==> src/rtl/core/glba_pkg.sv <==
// shared types, widths and codes for the greedy line breaker and aligner
package glba_pkg;

	// default cap on the word counter of the open line
	localparam int unsigned MAX_LINE_WORDS_DEF = 255;

	// fixed field widths
	localparam int WORD_W    = 16;
	localparam int RUN_W     = 18;
	localparam int GAP_W     = 19;
	localparam int MAG_W     = 18;
	localparam int OUT_W     = 17;
	localparam int COUNT_W   = 8;
	localparam int MODE_W    = 3;
	localparam int CFG_IDX_W = 2;
	localparam int CFG_DATA_W = 16;

	// running width saturates here
	localparam logic [RUN_W-1:0] RUN_MAX = '1;

	// alignment modes
	localparam logic [MODE_W-1:0] MODE_NONE    = 3'd0;
	localparam logic [MODE_W-1:0] MODE_LEFT    = 3'd1;
	localparam logic [MODE_W-1:0] MODE_RIGHT   = 3'd2;
	localparam logic [MODE_W-1:0] MODE_CENTER  = 3'd3;
	localparam logic [MODE_W-1:0] MODE_JUSTIFY = 3'd4;

	// configuration register indexes
	localparam logic [CFG_IDX_W-1:0] REG_ALIGN_MODE  = 2'd0;
	localparam logic [CFG_IDX_W-1:0] REG_SPACE_WIDTH = 2'd1;
	localparam logic [CFG_IDX_W-1:0] REG_LINE_WIDTH  = 2'd2;

	// input transaction
	typedef struct packed {
		logic [WORD_W-1:0] word_width;
		logic              paragraph_end;
	} in_item_t;

	// output transaction, one per closed line
	typedef struct packed {
		logic signed [OUT_W-1:0] line_indent;
		logic [OUT_W-1:0]        line_spacing;
		logic [COUNT_W-1:0]      word_count;
		logic                    last_line;
	} out_line_t;

	// controller to datapath
	typedef struct packed {
		logic take_item;
		logic add_word;
		logic break_line;
		logic start_layout;
		logic layout_last;
		logic clear_line;
		logic div_start;
		logic emit;
	} cmd_t;

	// datapath to controller
	typedef struct packed {
		logic brk;
		logic word_end;
		logic div_needed;
		logic div_busy;
		logic out_free;
		logic snap_last;
	} status_t;

endpackage

==> src/rtl/core/greedy_line_breaker_aligner_unit.sv <==
// Greedy line breaker and aligner: one word width per input transaction, one output
// transaction per closed line (two when a word both breaks the line and ends the
// paragraph). Items are handled one at a time by a state machine. A word that closes
// no line is accepted, then evaluated. A line closed by a break adds an output step
// (its layout shares the evaluate step); the paragraph's final line adds a layout
// step and an output step. In justify mode a broken line of two or more words also
// waits for the bit-serial divider that spreads the gap over the word gaps.
// Output waits in a register, so a stalled output delays only the item whose line is
// to be given next. Configuration is written through a plain write port with no
// read-back; writes to unused indexes are ignored.
module greedy_line_breaker_aligner_unit #(
	parameter int unsigned MAX_LINE_WORDS = glba_pkg::MAX_LINE_WORDS_DEF
) (
	input  logic                           clk,
	input  logic                           arst_n,
	input  logic                           cfg_wr_en,
	input  logic [glba_pkg::CFG_IDX_W-1:0]  cfg_index,
	input  logic [glba_pkg::CFG_DATA_W-1:0] cfg_data,
	input  logic                           in_valid,
	output logic                           in_stall,
	input  glba_pkg::in_item_t             in_item,
	output logic                           out_valid,
	input  logic                           out_stall,
	output glba_pkg::out_line_t            out_line
);
	import glba_pkg::*;

	cmd_t    cmd;
	status_t status;

	// sequencing
	glba_ctrl u_ctrl (
		.clk      (clk),
		.arst_n   (arst_n),
		.in_valid (in_valid),
		.in_stall (in_stall),
		.status   (status),
		.cmd      (cmd)
	);

	// arithmetic and storage
	glba_datapath #(
		.MAX_LINE_WORDS(MAX_LINE_WORDS)
	) u_datapath (
		.clk       (clk),
		.arst_n    (arst_n),
		.cfg_wr_en (cfg_wr_en),
		.cfg_index (cfg_index),
		.cfg_data  (cfg_data),
		.in_item   (in_item),
		.out_valid (out_valid),
		.out_stall (out_stall),
		.out_line  (out_line),
		.cmd       (cmd),
		.status    (status)
	);

endmodule

==> src/rtl/core/glba_div.sv <==
// radix-2 restoring divider for the justify spacing, one quotient bit per cycle
module glba_div #(
	parameter int NW = 8
) (
	input  logic                    clk,
	input  logic                    arst_n,
	input  logic                    start,
	input  logic [glba_pkg::MAG_W-1:0] dividend,
	input  logic [NW-1:0]           divisor,
	output logic                    busy,
	output logic [glba_pkg::MAG_W-1:0] quotient
);
	import glba_pkg::*;

	localparam int CW = $clog2(MAG_W + 1);
	localparam logic [CW-1:0] STEPS = CW'(MAG_W);

	logic [CW-1:0]    cnt_q;
	logic             busy_q;
	logic [MAG_W-1:0] quo_q;
	logic [NW-1:0]    rem_q;
	logic [NW-1:0]    div_q;
	logic [NW:0]      trial;

	// trial subtraction of the shifted remainder
	assign trial = {rem_q, quo_q[MAG_W-1]} - {1'b0, div_q};

	// step control
	always_ff @(posedge clk or negedge arst_n) begin
		if (!arst_n) begin
			busy_q <= 1'b0;
			cnt_q  <= '0;
		end else if (start) begin
			busy_q <= 1'b1;
			cnt_q  <= STEPS;
		end else if (busy_q) begin
			cnt_q <= cnt_q - 1'b1;
			if (cnt_q == CW'(1)) begin
				busy_q <= 1'b0;
			end
		end
	end

	// remainder and quotient shift
	always_ff @(posedge clk) begin
		if (start) begin
			quo_q <= dividend;
			rem_q <= '0;
			div_q <= divisor;
		end else if (busy_q) begin
			if (!trial[NW]) begin
				rem_q <= trial[NW-1:0];
				quo_q <= {quo_q[MAG_W-2:0], 1'b1};
			end else begin
				rem_q <= {rem_q[NW-2:0], quo_q[MAG_W-1]};
				quo_q <= {quo_q[MAG_W-2:0], 1'b0};
			end
		end
	end

	assign busy     = busy_q;
	assign quotient = quo_q;

endmodule

==> src/rtl/core/glba_datapath.sv <==
// datapath: configuration, open line state, layout arithmetic and output register
module glba_datapath #(
	parameter int unsigned MAX_LINE_WORDS = glba_pkg::MAX_LINE_WORDS_DEF
) (
	input  logic                           clk,
	input  logic                           arst_n,
	input  logic                           cfg_wr_en,
	input  logic [glba_pkg::CFG_IDX_W-1:0]  cfg_index,
	input  logic [glba_pkg::CFG_DATA_W-1:0] cfg_data,
	input  glba_pkg::in_item_t             in_item,
	output logic                           out_valid,
	input  logic                           out_stall,
	output glba_pkg::out_line_t            out_line,
	input  glba_pkg::cmd_t                 cmd,
	output glba_pkg::status_t              status
);
	import glba_pkg::*;

	localparam int NW = $clog2(MAX_LINE_WORDS + 1);
	localparam int NX = (NW > COUNT_W) ? NW : COUNT_W;
	localparam logic [NW-1:0] MAX_N = NW'(MAX_LINE_WORDS);
	localparam logic signed [GAP_W-1:0] IND_MAX = 19'sd65535;
	localparam logic signed [GAP_W-1:0] IND_MIN = -19'sd65535;
	localparam logic signed [GAP_W:0]   SPC_MAX = 20'sd131070;

	// configuration registers
	logic [MODE_W-1:0] mode_q;
	logic [WORD_W-1:0] space_q;
	logic [WORD_W-1:0] lwidth_q;

	always_ff @(posedge clk or negedge arst_n) begin
		if (!arst_n) begin
			mode_q   <= MODE_LEFT;
			space_q  <= 16'd64;
			lwidth_q <= 16'hFFFF;
		end else if (cfg_wr_en) begin
			case (cfg_index)
				REG_ALIGN_MODE:  mode_q   <= cfg_data[MODE_W-1:0];
				REG_SPACE_WIDTH: space_q  <= cfg_data;
				REG_LINE_WIDTH:  lwidth_q <= cfg_data;
				default: ;
			endcase
		end
	end

	// accepted transaction
	logic [WORD_W-1:0] word_q;
	logic              end_q;

	always_ff @(posedge clk) begin
		if (cmd.take_item) begin
			word_q <= in_item.word_width;
			end_q  <= in_item.paragraph_end;
		end
	end

	// open line state
	logic [RUN_W-1:0] run_q;
	logic [NW-1:0]    words_q;
	logic [GAP_W-1:0] sum_cur;
	logic [GAP_W-1:0] sum_base;
	logic [RUN_W-1:0] run_base;
	logic [NW-1:0]    n_base;
	logic [RUN_W-1:0] run_next;
	logic [NW-1:0]    n_next;
	logic             brk;

	assign sum_cur = GAP_W'(run_q) + GAP_W'(space_q) + GAP_W'(word_q);
	assign brk = (mode_q != MODE_NONE) && (words_q != '0) && (sum_cur > GAP_W'(lwidth_q));

	// a break clears the line before the word is added
	always_comb begin
		run_base = cmd.break_line ? '0 : run_q;
		n_base   = cmd.break_line ? '0 : words_q;
		sum_base = GAP_W'(run_base) + GAP_W'(space_q) + GAP_W'(word_q);
		if (n_base == '0) begin
			run_next = RUN_W'(word_q);
		end else if (sum_base > GAP_W'(RUN_MAX)) begin
			run_next = RUN_MAX;
		end else begin
			run_next = sum_base[RUN_W-1:0];
		end
		n_next = (n_base < MAX_N) ? n_base + 1'b1 : n_base;
	end

	always_ff @(posedge clk or negedge arst_n) begin
		if (!arst_n) begin
			run_q   <= '0;
			words_q <= '0;
		end else if (cmd.clear_line) begin
			run_q   <= '0;
			words_q <= '0;
		end else if (cmd.add_word) begin
			run_q   <= run_next;
			words_q <= n_next;
		end
	end

	// gap of the open line and its magnitude
	logic signed [GAP_W-1:0] gap_now;
	logic signed [GAP_W-1:0] gap_neg;
	logic [MAG_W-1:0]        gap_mag;

	assign gap_now = $signed(GAP_W'(lwidth_q)) - $signed(GAP_W'(run_q));
	assign gap_neg = -gap_now;
	assign gap_mag = gap_now[GAP_W-1] ? gap_neg[MAG_W-1:0] : gap_now[MAG_W-1:0];

	// line snapshot for layout
	logic signed [GAP_W-1:0] snap_gap_q;
	logic [NW-1:0]           snap_n_q;
	logic                    snap_last_q;

	always_ff @(posedge clk) begin
		if (cmd.start_layout) begin
			snap_gap_q  <= gap_now;
			snap_n_q    <= words_q;
			snap_last_q <= cmd.layout_last;
		end
	end

	// justify division of the gap over the word gaps
	logic             div_busy;
	logic [MAG_W-1:0] quo_mag;

	glba_div #(
		.NW(NW)
	) u_div (
		.clk      (clk),
		.arst_n   (arst_n),
		.start    (cmd.div_start),
		.dividend (gap_mag),
		.divisor  (words_q - 1'b1),
		.busy     (div_busy),
		.quotient (quo_mag)
	);

	// layout of the snapshot line
	logic [MODE_W-1:0]       mode_eff;
	logic signed [GAP_W-1:0] gap_adj;
	logic signed [GAP_W-1:0] gap_half;
	logic signed [GAP_W:0]   quo_pos;
	logic signed [GAP_W:0]   quo_sgn;
	logic signed [GAP_W:0]   space_ext;
	logic signed [GAP_W-1:0] indent_raw;
	logic signed [GAP_W:0]   spacing_raw;
	logic signed [GAP_W-1:0] indent_c;
	logic signed [GAP_W:0]   spacing_c;
	logic [NX-1:0]           n_ext;
	logic [COUNT_W-1:0]      count_c;

	always_comb begin
		mode_eff  = (mode_q > MODE_JUSTIFY) ? MODE_LEFT : mode_q;
		// halving towards zero
		gap_adj   = snap_gap_q + $signed({{(GAP_W-1){1'b0}}, snap_gap_q[GAP_W-1]});
		gap_half  = gap_adj >>> 1;
		quo_pos   = $signed({2'b00, quo_mag});
		quo_sgn   = snap_gap_q[GAP_W-1] ? -quo_pos : quo_pos;
		space_ext = $signed({4'b0000, space_q});

		indent_raw  = '0;
		spacing_raw = space_ext;
		case (mode_eff)
			MODE_RIGHT:  indent_raw = snap_gap_q;
			MODE_CENTER: indent_raw = gap_half;
			MODE_JUSTIFY: begin
				if (!snap_last_q) begin
					spacing_raw = (snap_n_q > NW'(1)) ? space_ext + quo_sgn : '0;
				end
			end
			default: ;
		endcase

		if (indent_raw > IND_MAX) begin
			indent_c = IND_MAX;
		end else if (indent_raw < IND_MIN) begin
			indent_c = IND_MIN;
		end else begin
			indent_c = indent_raw;
		end

		if (spacing_raw < 0) begin
			spacing_c = '0;
		end else if (spacing_raw > SPC_MAX) begin
			spacing_c = SPC_MAX;
		end else begin
			spacing_c = spacing_raw;
		end

		n_ext   = NX'(snap_n_q);
		count_c = (n_ext > NX'(255)) ? 8'hFF : n_ext[COUNT_W-1:0];
	end

	// output register
	logic      out_valid_q;
	out_line_t out_line_q;

	always_ff @(posedge clk or negedge arst_n) begin
		if (!arst_n) begin
			out_valid_q <= 1'b0;
		end else if (cmd.emit) begin
			out_valid_q <= 1'b1;
		end else if (!out_stall) begin
			out_valid_q <= 1'b0;
		end
	end

	always_ff @(posedge clk) begin
		if (cmd.emit) begin
			out_line_q.line_indent  <= indent_c[OUT_W-1:0];
			out_line_q.line_spacing <= spacing_c[OUT_W-1:0];
			out_line_q.word_count   <= count_c;
			out_line_q.last_line    <= snap_last_q;
		end
	end

	assign out_valid = out_valid_q;
	assign out_line  = out_line_q;

	// status back to the controller
	always_comb begin
		status.brk        = brk;
		status.word_end   = end_q;
		status.div_needed = (mode_q == MODE_JUSTIFY) && (words_q > NW'(1));
		status.div_busy   = div_busy;
		status.out_free   = !out_valid_q || !out_stall;
		status.snap_last  = snap_last_q;
	end

endmodule

==> src/rtl/core/glba_ctrl.sv <==
// controller: sequences word update, line layout, division and output
module glba_ctrl (
	input  logic               clk,
	input  logic               arst_n,
	input  logic               in_valid,
	output logic               in_stall,
	input  glba_pkg::status_t  status,
	output glba_pkg::cmd_t     cmd
);
	import glba_pkg::*;

	typedef enum logic [4:0] {
		ST_IDLE  = 5'b00001,
		ST_EVAL  = 5'b00010,
		ST_FINAL = 5'b00100,
		ST_DIV   = 5'b01000,
		ST_EMIT  = 5'b10000
	} state_t;

	state_t state_q;
	state_t state_d;

	// next state and commands
	always_comb begin
		state_d = state_q;
		cmd     = '0;
		case (state_q)
			ST_IDLE: begin
				if (in_valid) begin
					cmd.take_item = 1'b1;
					state_d       = ST_EVAL;
				end
			end
			ST_EVAL: begin
				cmd.add_word   = 1'b1;
				cmd.break_line = status.brk;
				if (status.brk) begin
					cmd.start_layout = 1'b1;
					cmd.div_start    = status.div_needed;
					state_d          = status.div_needed ? ST_DIV : ST_EMIT;
				end else if (status.word_end) begin
					state_d = ST_FINAL;
				end else begin
					state_d = ST_IDLE;
				end
			end
			// the final line keeps the plain spacing in justify mode, so it never divides
			ST_FINAL: begin
				cmd.start_layout = 1'b1;
				cmd.layout_last  = 1'b1;
				cmd.clear_line   = 1'b1;
				state_d          = ST_EMIT;
			end
			ST_DIV: begin
				if (!status.div_busy) begin
					state_d = ST_EMIT;
				end
			end
			ST_EMIT: begin
				if (status.out_free) begin
					cmd.emit = 1'b1;
					state_d  = (!status.snap_last && status.word_end) ? ST_FINAL : ST_IDLE;
				end
			end
			default: state_d = ST_IDLE;
		endcase
	end

	always_ff @(posedge clk or negedge arst_n) begin
		if (!arst_n) begin
			state_q <= ST_IDLE;
		end else begin
			state_q <= state_d;
		end
	end

	assign in_stall = (state_q != ST_IDLE);

endmodule

==> config.mk <==
export PLATFORM = sky130hd
export DESIGN_NAME = greedy_line_breaker_aligner_unit
export DESIGN_NICKNAME = d
export VERILOG_FILES = /design/src/rtl/core/glba_pkg.sv /design/src/rtl/core/greedy_line_breaker_aligner_unit.sv /design/src/rtl/core/glba_div.sv /design/src/rtl/core/glba_datapath.sv /design/src/rtl/core/glba_ctrl.sv
export SDC_FILE = /design/constraint.sdc
export NUM_CORES = 1
export LEC_CHECK = 0
export ABC_AREA = 1
export BUFFER_PORTS_ARGS = -buffer_cell sky130_fd_sc_hd__buf_4
export CAP_MARGIN = 20
export CORE_UTILIZATION = 40
export DETAILED_ROUTE_END_ITERATION = 10
export SLEW_MARGIN = 5
export SYNTH_ARGS = -nofsm -noshare
export SYNTH_HDL_FRONTEND = slang
export SYNTH_SLANG_ARGS = --single-unit
==> constraint.sdc <==
create_clock -name clk -period 17 [get_ports clk]
set_clock_uncertainty 0.05 [all_clocks]
set_input_delay 0.85 -clock clk [delete_from_list [all_inputs] [get_ports clk]]
set_output_delay 0.85 -clock clk [all_outputs]
set_load 0.02 [all_outputs]
; ---- After elaboration in Yosys (flattened, before gate mapping)
; Cells that the tools add are included.
; W data, S select, Z words.
[op_classes]
add_sub_neg = 13
mul = 0
div_mod_pow = 0
order_cmp = 11
eq_ne = 17
shift = 0
n_mux = 47
n_bitwise = 0
n_reduce_logical = 20
[ops]
columns = operator, n
row1 = $mux W18, 8
row2 = $mux W20, 4
row3 = $mux W8, 5
row4 = $add A18 B16 Y19, 2
row5 = $add A19 B16 Y19, 2
row6 = $pmux W19 S2, 1
row7 = $mux W5, 7
row8 = $mux W17, 2
row9 = $pmux W5 S5, 1
row10 = $add A16 B20 Y20, 1
row11 = $gt A20 B18 Y1 const B, 1
row12 = $lt A20 B1 Y1 const B, 1
row13 = $neg A18 Y20, 1
row14 = $add A19 B2 Y19, 1
row15 = $gt A19 B16 Y1, 1
row16 = $gt A19 B17 Y1 const B, 1
row17 = $gt A19 B18 Y1 const B, 1
row18 = $lt A19 B17 Y1 const B, 1
row19 = $sub A16 B18 Y19, 1
row20 = $neg A18 Y18, 1
row21 = $gt A8 B1 Y1 const B, 2
row22 = $mux W1, 13
row23 = $eq A5 B1 Y1 const B, 2
row24 = $mux W3, 3
row25 = other kinds (31), 45
[totals]
reg_bits = 195
latch_bits = 0
ram_bits = 0
romBits = 0
input_bits = 40
out_inout_bits = 45
wordCells = 131
n_memories = 0

; ---- Depth between registers and ports, before layout
[logic_depth]
depth_word = 13
depth_mapped = 47

; ---- Modules after synthesis
; Synthesis repeated with hierarchy kept, for this count alone.
[unflattened]
cells_unflattened = 1870
area_unflattened_um2 = 14691.6
[by_module_without_submodules]
columns = module, n_inst, cells_each, area_each_um2, seq_area_each_um2
row1 = glba_datapath, 1, 1542, 12119.1, 4216.5
row2 = glba_div, 1, 262, 2139.6, 1091.0
row3 = glba_ctrl, 1, 66, 432.9, 126.4

; ---- Worst setup path before layout
; Ideal clock, no wire load.
[synth_path]
path_kind = register to register
start = register u_datapath.run_q[1]
end = register u_datapath.run_q[13]
setup_time_ps = 117
t_arrival_ps = 5832
required_ps = 16833
setup_slack_ps = 11001
path_stages_with_launch = 44
cell_sequence = dfrtp_1 -> fa_1 -> ha_1 -> fa_1 -> nand3_1 -> nand2_1 -> nand2_1 -> nand2_2 -> a21oi_1 -> xnor2_1 -> ha_1 -> nand2_1 -> nor2_1 -> a211oi_1 -> nand2_1 -> nand2_1 -> nand2_1 -> nand2_1 -> [8 not listed] -> ha_1 -> fa_1 -> nand3_1 -> nand2_1 -> a21oi_1 -> o21bai_1 -> nand2_1 -> nand2_1 -> nand2_1 -> nand2_1 -> nand2_1 -> nand2_1 -> xnor2_1 -> nand2_1 -> inv_1 -> nand2_1 -> nand3_1 -> nand2_1
[synth_via]
elab_chain_cells = 13
[synth_rtl]
columns = item, line_no
row1 = start: declaration, glba_datapath.sv:58  ; logic [RUN_W-1:0] run_q;
row2 = start signal: assignment, glba_datapath.sv:94  ; run_q <= run_next;
row3 = $add A18 B16 Y19, glba_datapath.sv:68  ; assign sum_cur = GAP_W'(run_q) + GAP_W'(space_q) + GAP_W'(word_q);
row4 = $add A19 B16 Y19, glba_datapath.sv:68
row5 = $gt A19 B16 Y1, glba_datapath.sv:69  ; assign brk = (mode_q != MODE_NONE) && (words_q != '0) && (sum_cur > GAP_W'(lwidth_q));
row6 = $logic_and A1 B1 Y1, glba_datapath.sv:69
row7 = $mux W2, glba_ctrl.sv:27  ; case (state_q)
row8 = $mux W18, glba_datapath.sv:73  ; run_base = cmd.break_line ? '0 : run_q;
row9 = $add A18 B16 Y19, glba_datapath.sv:75  ; sum_base = GAP_W'(run_base) + GAP_W'(space_q) + GAP_W'(word_q);
row10 = $add A19 B16 Y19, glba_datapath.sv:75
row11 = $gt A19 B18 Y1, glba_datapath.sv:78  ; end else if (sum_base > GAP_W'(RUN_MAX)) begin
row12 = $mux W18, glba_datapath.sv:78
row13 = $mux W18 (*), glba_datapath.sv:76  ; if (n_base == '0) begin
row14 = $mux W18 (*), glba_datapath.sv:93  ; end else if (cmd.add_word) begin
row15 = $mux W18 (*), glba_datapath.sv:90  ; end else if (cmd.clear_line) begin
; Mark *: on every way between the ends. The rest lies on a longest branch, timed or not. The select of a mux whose other input is x is not followed.
; A chain may end at the register's enable or synchronous reset.

; ---- Final worst setup path
[layout_path]
start = register u_datapath.run_q[1]
end = register u_datapath.run_q[14]
; The elaborated chain is that of the path after synthesis.

==> metrics.cfg <==
[timing]
max_freq_mhz = 149
period_minus_slack_ps = 6690
report.final.hold_viol_count = 0
final-setup-viol-count = 0
worst_pin_slew_ps = 783
slew_headroom = 0.476
min_period_over_period = 0.394
whs_ps = 258
rsz0062_at_grt = false
maxSlewViolCount = 0
setup_tns_ps = 0

[worst_hold_path]
hp-class = in2async

[critical_path]
startpoint_type = register
worst_ep_required_time_ps = 17330
r2r_end = u_datapath.run_q[14]$_DFFE_PN0P_
worstPathMaxFanout = 34
cp.arrival_ps = 7020
reg2reg_slack_ps = 10310
crit_buf_inv = 2
r2r_cells = 34
slowest_stage = fa_1
crit_type = reg2reg
cp-end-kind = register
cp_top_family = simple AND/OR/NAND/NOR gates
crit_top_cell = nand2_1
r2r_start = u_datapath.run_q[1]$_DFFE_PN0P_
critPathMaxStageDelay_ps = 500

[cells_and_area]
fin_nets = 2204
areaGrowthSynthToFinish_pct = 11.5
postLayoutCellArea_mm2 = 0.0167
drive_gt1_frac = 0.104
layout.cells.non_filler = 2512

[floorplanning]
core_area_mm2 = 0.0368
die_w_um = 196
dieArea_mm2 = 0.0383
initial_utilization = 0.408
die_y_um = 196
pin_count = 85
rows = 70

[power]
peakVddDrop_mv = 0.124
power.leakage_uw = 0.00825
p_total_uw = 3710
power_density_mw_per_mm2 = 222

[synthesis]
yosysSeqAreaShare = 0.362
synth-edff-count = 114
synth_cells = 1957
synthArstFlopShare = 0.374
synth_cell_type_count = 54
syn_area_mm2 = 0.0150
synth-main-ff-cell = edfxtp_1
yosys_warnings = 0
ys_seq_elements = 195
postSynthAreaPerCell_um2 = 7.67
syn-num-nets = 2131

[grt]
grt_overflow = 0
first_global_vias = 12100
grt_pass1_wl_um = 65100
grt_usage = 0.220
antenna_found_initial = 0
grt_max_degree = 74

[clock_network]
clk_latency_ps = 470
cts_resized = 0
cts.hold.buffers_added = 0
path_clk_slew_ps = 80
post_cts_buffers = 0
clockRootBuffer = clkbuf_16
cts_tree = yes
numCtsBuffers = 17
cts.sinks = 195
ctsLongestPathBuffers = 2
htree_levels = 4

[detailed_routing]
wl_um = 41500
avgViaCountPerCell = 5.14
drt_pass1_iterations = 5
avgRoutedWirePerCell_um = 16.5
drtAntennaViolNets = 0
drtIter0Drc = 997
num_vias = 12900
route.detailed.drc = 0

[run_status]
status = finished clean

[placement]
port_buffers = 84
placed_cell_area_mm2 = 0.0161
place_inst = 2476
hpwl_um = 32600
gp_congestion = 0.910

[job]
maxCapViolCount = 0

[state kept, by name, indices dropped and copies added, names as in the netlist, 16 cells and up]
name and flops:
u_datapath.run_q 18, u_datapath.out_line 43, u_datapath.lwidth_q 16, u_datapath.snap_gap_q 19
u_datapath.u_div.quotient 18, u_datapath.space_q 16, u_datapath.word_q 16
[layer usage]
layer | share of wire | up-vias | track usage
met2 | 0.47 | 285 | 0.364
met3 | 0.037 | 44 | 0.0232
met5 | 0 | - | 0
met4 | 0.022 | 0 | 0.0758
met1 | 0.47 | 6074 | 0.300
li1 | - | 6497 | -
[cell usage in the layout, fill, tap and decap left out, drive strengths merged, types with 8 or more instances in the layout]
cell type	Yosys	layout
nand2	529	529
inv	333	342
o21ai	147	147
nor2	129	129
a21oi	127	127
nand3	117	117
edfxtp	114	114
ha	97	97
buf	24	95
dfrtp	54	54
xor2	50	50
fa	37	37
xnor2	28	28
nor3	26	26
nand4	21	21
dfstp	19	19
clkbuf	17	17
nand3b	15	15
a31oi	13	13
or2	11	11
dfxtp	8	8
[power breakdown]
part           switching, uW  internal, uW
Combinational           1560           911
Clock                    214           197
Sequential               157           672
[final cells by class]
class / count / area (um^2)
antenna: 1 / 2.50
clock buffer: 17 / 425
clock inverter: 15 / 158
inverter: 333 / 1250
multi-input combinational: 1388 / 8110
fill: 3686 / 20100
timing repair buffer: 95 / 761
tap: 468 / 586
sequential: 195 / 5430
[cell usage after synthesis, types with 3 or more instances]
cell | count | area share
inv_1 | 326 | 0.082
nand3_1 | 110 | 0.037
a21oi_2 | 11 | 0.0064
nor3_1 | 21 | 0.0070
nor4_1 | 3 | 0.0013
nor2_1 | 122 | 0.031
dfrtp_1 | 54 | 0.090
xnor2_1 | 28 | 0.016
a31oi_1 | 13 | 0.0054
o211ai_1 | 6 | 0.0030
fa_1 | 37 | 0.049
nand3_2 | 6 | 0.0040
dfxtp_1 | 8 | 0.011
buf_2 | 14 | 0.0047
dfstp_2 | 19 | 0.033
nor2_4 | 3 | 0.0023
a22oi_1 | 6 | 0.0030
a21o_1 | 4 | 0.0020
o21bai_1 | 5 | 0.0025
or2_2 | 10 | 0.0042
nor2_2 | 4 | 0.0017
nand2_1 | 516 | 0.13
nor3_2 | 4 | 0.0027
buf_4 | 4 | 0.0020
clkbuf_1 | 17 | 0.0043
ha_1 | 97 | 0.081
a21oi_1 | 116 | 0.039
xor2_1 | 50 | 0.029
o21ai_1 | 11 | 0.0037
o22ai_1 | 3 | 0.0013
edfxtp_1 | 114 | 0.23
o21ai_0 | 134 | 0.045
nand2_2 | 13 | 0.0054
nand3b_1 | 14 | 0.0070
nand4_1 | 21 | 0.0088
buf_6 | 6 | 0.0045
inv_2 | 7 | 0.0018
[worst max path at each step]
stage | start | to | slack (ps) | cells past startpoint
after floorplan | u_datapath.run_q[1]$_DFFE_PN0P_ | u_datapath.run_q[13]$_DFFE_PN0P_ | 11000 | 43
after global placement | u_datapath.run_q[1]$_DFFE_PN0P_ | u_datapath.run_q[13]$_DFFE_PN0P_ | 10480 | 34
after detailed placement | u_datapath.run_q[1]$_DFFE_PN0P_ | u_datapath.run_q[14]$_DFFE_PN0P_ | 10380 | 34
after CTS | u_datapath.run_q[1]$_DFFE_PN0P_ | u_datapath.run_q[14]$_DFFE_PN0P_ | 10340 | 34
after global routing | u_datapath.run_q[1]$_DFFE_PN0P_ | u_datapath.run_q[14]$_DFFE_PN0P_ | 9790 | 39
final | u_datapath.run_q[1]$_DFFE_PN0P_ | u_datapath.run_q[14]$_DFFE_PN0P_ | 10310 | 34
[metrics by stage]
stage               utilization  setup WS, ps
CTS                       0.453         10340
finish                    0.455         10310
global route              0.455          9790
floorplan                     -         11000
global placement          0.437         10480
detailed placement        0.437         10380
[cell families (layout without fill, tap and decap cells)]
kind of cell	Yosys count	after routing	share of synthesized area
adders and majority gates	134	134	0.130
xor gates and xnor gates	78	78	0.0455
DFF	195	195	0.362
buffers and inverters	374	460	0.0987
and+or+nand+nor	854	854	0.245
AOI/OAI and AO/OA	322	322	0.118
other	0	1	0
No activity file was read; power rests on OpenSTA's default activity.
